### src/rtl/core/kr_pkg.sv
// ----------------------------------------------------------------------------
// kr_pkg
// Shared types and constant tables for the keyword recogniser: the reserved
// word spellings, their lengths and the class each one reports.
// ----------------------------------------------------------------------------
package kr_pkg;

   localparam int WORD_COUNT = 17;
   localparam int MAX_LEN    = 10;
   localparam int POS_W      = 4;
   localparam int CHAR_W     = 8;

   localparam logic [POS_W-1:0] POS_MAX = '1;

   typedef enum logic [1:0] {
      CLASS_PLAIN    = 2'd0,
      CLASS_KEYWORD  = 2'd1,
      CLASS_OPERATOR = 2'd2
   } token_class_type;

   typedef logic [CHAR_W-1:0]     char_type;
   typedef logic [POS_W-1:0]      pos_type;
   typedef logic [WORD_COUNT-1:0] live_type;

   // Result of one comparison pass over all words
   typedef struct packed {
      live_type        live;
      token_class_type token_class;
   } match_result_type;

   // Spellings, padded with zero bytes past the word length
   localparam char_type WORD_TEXT [WORD_COUNT][MAX_LEN] = '{
      '{"f", "u", "n", "c", "t", "i", "o", "n", 8'h00, 8'h00},
      '{"r", "e", "t", "u", "r", "n", 8'h00, 8'h00, 8'h00, 8'h00},
      '{"i", "f", 8'h00, 8'h00, 8'h00, 8'h00, 8'h00, 8'h00, 8'h00, 8'h00},
      '{"e", "l", "s", "e", 8'h00, 8'h00, 8'h00, 8'h00, 8'h00, 8'h00},
      '{"f", "o", "r", 8'h00, 8'h00, 8'h00, 8'h00, 8'h00, 8'h00, 8'h00},
      '{"w", "h", "i", "l", "e", 8'h00, 8'h00, 8'h00, 8'h00, 8'h00},
      '{"d", "o", 8'h00, 8'h00, 8'h00, 8'h00, 8'h00, 8'h00, 8'h00, 8'h00},
      '{"s", "w", "i", "t", "c", "h", 8'h00, 8'h00, 8'h00, 8'h00},
      '{"c", "a", "s", "e", 8'h00, 8'h00, 8'h00, 8'h00, 8'h00, 8'h00},
      '{"b", "r", "e", "a", "k", 8'h00, 8'h00, 8'h00, 8'h00, 8'h00},
      '{"i", "n", 8'h00, 8'h00, 8'h00, 8'h00, 8'h00, 8'h00, 8'h00, 8'h00},
      '{"n", "e", "w", 8'h00, 8'h00, 8'h00, 8'h00, 8'h00, 8'h00, 8'h00},
      '{"t", "y", "p", "e", "o", "f", 8'h00, 8'h00, 8'h00, 8'h00},
      '{"v", "o", "i", "d", 8'h00, 8'h00, 8'h00, 8'h00, 8'h00, 8'h00},
      '{"d", "e", "l", "e", "t", "e", 8'h00, 8'h00, 8'h00, 8'h00},
      '{"i", "n", "s", "t", "a", "n", "c", "e", "o", "f"},
      '{"y", "i", "e", "l", "d", 8'h00, 8'h00, 8'h00, 8'h00, 8'h00}
   };

   localparam pos_type WORD_LEN [WORD_COUNT] = '{
      4'd8, 4'd6, 4'd2, 4'd4, 4'd3, 4'd5, 4'd2, 4'd6, 4'd4, 4'd5,
      4'd2, 4'd3, 4'd6, 4'd4, 4'd6, 4'd10, 4'd5
   };

   localparam token_class_type WORD_CLASS [WORD_COUNT] = '{
      CLASS_KEYWORD, CLASS_KEYWORD, CLASS_KEYWORD, CLASS_KEYWORD, CLASS_KEYWORD,
      CLASS_KEYWORD, CLASS_KEYWORD, CLASS_KEYWORD, CLASS_KEYWORD, CLASS_KEYWORD,
      CLASS_OPERATOR, CLASS_OPERATOR, CLASS_OPERATOR, CLASS_OPERATOR,
      CLASS_OPERATOR, CLASS_OPERATOR, CLASS_OPERATOR
   };

endpackage

### src/rtl/core/kr_match.sv
// ----------------------------------------------------------------------------
// kr_match
// Compares one character against every word at the current position, giving
// the surviving live bits and the class of the first exact full-length match.
// ----------------------------------------------------------------------------
module kr_match (
   input  kr_pkg::char_type         symbol_char,
   input  kr_pkg::pos_type          char_pos,
   input  kr_pkg::live_type         live,
   output kr_pkg::match_result_type result
);
   import kr_pkg::*;

   live_type            next_live;
   token_class_type     cls;
   logic [POS_W:0]      taken;

   assign taken = {1'b0, char_pos} + {{POS_W{1'b0}}, 1'b1};

   // Per-word compare, all words in parallel
   always_comb begin
      for (int i = 0; i < WORD_COUNT; i++) begin
         next_live[i] = live[i] && (char_pos < WORD_LEN[i]) &&
                        (WORD_TEXT[i][char_pos] == symbol_char);
      end
   end

   // Lowest-numbered exact match wins; scan downwards so it overwrites
   always_comb begin
      cls = CLASS_PLAIN;
      for (int i = WORD_COUNT - 1; i >= 0; i--) begin
         if (next_live[i] && ({1'b0, WORD_LEN[i]} == taken)) begin
            cls = WORD_CLASS[i];
         end
      end
   end

   assign result.live        = next_live;
   assign result.token_class = cls;

endmodule

### src/rtl/core/keyword_recognizer.sv
// ----------------------------------------------------------------------------
// keyword_recognizer
// Classifies an identifier streamed one character per word as plain name,
// reserved keyword or word operator.
// ----------------------------------------------------------------------------
// Path: input register, then result register, which drives rsp_.
// Throughput: 1 character per cycle; the input register and the result
//   register decouple the two sides, so a waiting result does not stall input
//   unless another last character needs the result register.
// Reset: synchronous, clears the valids, all words live, position zero.
// ----------------------------------------------------------------------------
module keyword_recognizer (
   input  logic       clock,
   input  logic       reset,
   input  logic       req_tvalid,
   output logic       req_tready,
   input  logic [7:0] req_tdata,   // [7:0] symbol_char
   input  logic       req_tlast,   // is_last
   output logic       rsp_tvalid,
   input  logic       rsp_tready,
   output logic [7:0] rsp_tdata    // [1:0] token_class, [7:2] zero
);
   import kr_pkg::*;

   logic             in_valid_ff, in_valid_in;
   char_type         char_ff;
   logic             last_ff;
   live_type         live_ff, live_in;
   pos_type          pos_ff, pos_in;
   logic             rsp_valid_ff, rsp_valid_in;
   token_class_type  class_ff;
   match_result_type match;
   logic             out_free;
   logic             advance;

   // Stage handshake
   assign out_free   = !rsp_valid_ff || rsp_tready;
   assign advance    = in_valid_ff && (!last_ff || out_free);
   assign req_tready = !in_valid_ff || advance;

   kr_match u_match (
      .symbol_char (char_ff),
      .char_pos    (pos_ff),
      .live        (live_ff),
      .result      (match)
   );

   // Next-state logic
   always_comb begin
      in_valid_in  = req_tready ? req_tvalid : in_valid_ff;
      live_in      = live_ff;
      pos_in       = pos_ff;
      rsp_valid_in = rsp_valid_ff && !rsp_tready;
      if (advance) begin
         if (last_ff) begin
            live_in      = '1;
            pos_in       = '0;
            rsp_valid_in = 1'b1;
         end else begin
            live_in = match.live;
            pos_in  = (pos_ff == POS_MAX) ? POS_MAX : pos_ff + 1'b1;
         end
      end
   end

   // Control registers
   always_ff @(posedge clock) begin
      if (reset) begin
         in_valid_ff  <= 1'b0;
         live_ff      <= '1;
         pos_ff       <= '0;
         rsp_valid_ff <= 1'b0;
      end else begin
         in_valid_ff  <= in_valid_in;
         live_ff      <= live_in;
         pos_ff       <= pos_in;
         rsp_valid_ff <= rsp_valid_in;
      end
   end

   // Payload registers
   always_ff @(posedge clock) begin
      if (req_tvalid && req_tready) begin
         char_ff <= req_tdata;
         last_ff <= req_tlast;
      end
      if (advance && last_ff) begin
         class_ff <= match.token_class;
      end
   end

   assign rsp_tvalid = rsp_valid_ff;
   assign rsp_tdata  = {6'b0, class_ff};

`ifndef SYNTHESIS
   // Class code 3 is never produced
   assert property (@(posedge clock) disable iff (reset)
      rsp_valid_ff |-> (class_ff != 2'd3))
      else $error("invalid token class");

   // A finished identifier restarts matching from scratch
   assert property (@(posedge clock) disable iff (reset)
      (advance && last_ff) |=> (live_ff == '1) && (pos_ff == '0))
      else $error("match state not restarted after last character");

   // A new result only appears after a last character left the input stage
   assert property (@(posedge clock) disable iff (reset)
      $rose(rsp_valid_ff) |-> $past(advance && last_ff))
      else $error("result without a last character");

   // Position only moves when a character advances
   assert property (@(posedge clock) disable iff (reset)
      !advance |=> $stable(pos_ff) && $stable(live_ff))
      else $error("match state changed without a character");
`endif

endmodule
### config.mk
export PLATFORM = sky130hd
export DESIGN_NAME = keyword_recognizer
export DESIGN_NICKNAME = d
export VERILOG_FILES = /design/src/rtl/core/kr_pkg.sv /design/src/rtl/core/kr_match.sv /design/src/rtl/core/keyword_recognizer.sv
export SDC_FILE = /design/constraint.sdc
export NUM_CORES = 1
export LEC_CHECK = 0
export BUFFER_PORTS_ARGS = -buffer_cell sky130_fd_sc_hd__buf_2
export CORE_MARGIN = 1
export CORE_UTILIZATION = 35
export CTS_CLUSTER_DIAMETER = 100
export DETAILED_ROUTE_END_ITERATION = 12
export PLACE_DENSITY = 0.64
export SLEW_MARGIN = 20
export SYNTH_ARGS = -nofsm -noshare
export SYNTH_HDL_FRONTEND = slang
export SYNTH_SLANG_ARGS = --single-unit
### constraint.sdc
create_clock -name clock -period 2.75 [get_ports clock]
set_input_delay 0.1375 -clock clock [delete_from_list [all_inputs] [get_ports clock]]
set_output_delay 0.1375 -clock clock [all_outputs]
set_load 0.01 [all_outputs]
==> reports/metrics.cfg <==
[die]
row_count=34
die_height_um=97.9
start_util=0.366
ioPinCount=23
coreArea_um2=8810
die_area_um2=9590
die_x_um=97.9

[power]
powerDensity_nw_per_um2=336
max-vdd-ir-drop_mv=0.225
p_sw_frac=0.308
p_switching_uw=369
internal_power_uw=827
p_comb_frac=0.223
seqPwrFrac=0.476
clkPwrFrac=0.301
p_leak_uw=0.00138

[outcome]
status=finished, final reports clean

[cts]
clk_pin_slew_ns=0.08
cts-htree-levels=2
cts_tree=done
cts.sinks=34
clockBufferDepth=2
clockRootBuffer=clkbuf_8
clk_latency_ns=0.29
cts_buffers=5

[drt]
drc_errors=0
drt_first_pass_iters=5
drt-initial-drc-count=357
postRouteAntennaNets=0
viasPerCell=5.96
wl_per_cell_um=18.5
vias=3205
totalWireLength_mm=9.95

[global_routing]
grt_antenna_before_repair=0
grt_max_degree=32
grt_pass1_vias=3047
track_usage=0.214
grt_overflow=0
grt_pass1_wl_mm=16.1

[sta]
fin_tns_setup_ns=0
maxSlewHeadroom=0.618
hold_viol=0
rsz0062_at_grt=false
whs_ns=0.0245
worst_pin_slew_ns=0.573
period_share=0.944
finalSetupViolCount=0
setup_ws_ns=0.155
max_freq_mhz=385
period_needed_ns=2.59
finalClockSkew_ns=0.00881
report.final.slew_viol_count=0

[critical_path]
critPathKind=reg2reg
r2r_slack_ns=0.16
endpoint_kind=register
timing.rr.start=pos_ff[0]
required_ns=2.79
ff2ff_path_depth=10
path_max_fanout=10
cp.arrival_ns=2.64
r2r-end=class_ff[1]
critPathLaunchType=register

[finish]
nets=452
areaGrowthSynthToFinish_pct=10.6
post-route-util=0.405
diodes=0
layout_commonest_cell=nor2_1
drive_above_1_share=0.170
fin_area_um2=3560
final_cell_mix=42 x nor2_1, 34 x buf_4, 32 x nand2_1, 26 x xnor2_1, 22 x dfxtp_1

[worst_hold_path]
hp-class=in2reg
min_to=last_ff
whs_path_depth=1
min_from=req_tlast

[yosys]
yosysSeqAreaShare=0.246
synth_edf_count=11
synth_ff_type=dfxtp_1
synthDistinctLibCells=73
synth_area_per_cell_um2=7.86
synth_seq_cells=34
async_flop_share=0
yosysWarningCount=0
netlist_instances=410
syn_area_um2=3220

[place]
pre_cts_slack_ns=0.147
port_buffers=16
dpl-instance-area_um2=3480
place_hpwl_mm=7.44
place.gp.congestion=0.969

[run]
drv_cap=0

## synthesized netlist by cell type, types with 3 or more instances
cell type	count	area [µm²]
nor3b_1	4	30.0
nand2b_1	7	43.8
xnor2_1	26	228
xor2_1	13	114
o211ai_1	9	67.6
ha_1	10	125
nand2_1	32	120
nand3b_1	8	60.1
and2_1	5	31.3
clkbuf_1	12	45.0
a32oi_1	3	26.3
nor2b_1	8	50.1
buf_2	15	75.1
or3_1	6	37.5
o21ai_0	17	85.1
mux2i_1	8	80.1
a21o_1	4	30.0
nand4_1	5	31.3
a221oi_1	3	26.3
buf_4	14	105
dfxtp_1	23	460
nor4_1	4	25.0
nand3_1	15	75.1
a31oi_1	6	37.5
o22ai_1	4	25.0
nor2_1	42	158
a21oi_1	20	100
edfxtp_1	11	330
and3_1	6	37.5
nor3_1	10	50.1
inv_1	9	33.8
## critical path: stages (launching register included)
cell and delay [ns]:
dfxtp_1 0.32, buf_4 0.17, ha_1 0.22, buf_4 0.19
or3_1 0.37, nor2_1 0.13, o21bai_1 0.11, a2111oi_2 0.44
a21oi_1 0.11, o2111ai_2 0.24, a31oi_1 0.06
## state kept, by name, indices dropped and copies added, names as in the netlist
name / cells
rsp_tvalid: 1
pos_ff: 4
live_ff: 17
class_ff: 2
in_valid_ff: 1
char_ff: 8
last_ff: 1
## area by class of cell
type,instances,area (µm²)
clock buffer,5,68.8
clock inverter,3,11.3
fill,887,5240
inverter,11,41.3
multi-input combinational,326,2160
sequential,34,792
tap,108,135
timing repair buffer,51,355
## through the flow
step,cells,power (µW)
detailed placement,530,842
global placement,530,839
finish,538,1200
CTS,538,1200
global route,538,1250
floorplan,415,764
## routing by layer
layer	routed length (µm)	up-vias	track usage
li1	-	1491	-
met1	4330	1523	0.280
met2	4490	153	0.340
met3	713	38	0.0372
met4	427	0	0.103
met5	0	-	0
## kinds of logic (layout without fill, tap and decap cells)
logic type	count (synthesis)	in the layout	share of synthesized area
flops	34	34	0.246
simple gates	173	173	0.298
mux	9	9	0.0284
other cells	1	6	0.00116
xor+xnor	39	39	0.106
compound gates	89	89	0.192
buf+inv	55	70	0.0909
fa+ha+maj	10	10	0.0389
## how the worst max path moves through the flow
| stage | start | to | slack (ns) | cells after the start |
|---|---|---|---|---|
| detailed placement | pos_ff[3] | class_ff[1] | 0.15 | 7 |
| global placement | pos_ff[3] | class_ff[1] | 0.13 | 7 |
| CTS | pos_ff[0] | class_ff[1] | 0.13 | 10 |
| global route | pos_ff[0] | class_ff[1] | 0.01 | 10 |
| floorplan | pos_ff[0] | class_ff[1] | 0.008 | 11 |
| finish | pos_ff[0] | class_ff[1] | 0.16 | 10 |
## power groups by stage
stage	logic (µW)	registers [µW]	clock network, µW
after floorplan	195	569	0
after global placement	259	580	0
after detailed placement	262	580	0
after CTS	263	569	369
after global routing	291	574	385
final	267	570	360
## what timing repair did
item                                    4_1_cts  5_1_grt
gates resized for setup                       0        2
buffers inserted                              0        0
hold buffers                                  0        0
endpoints found under the setup margin        0        1
Power figures use the tool's default switching activity.
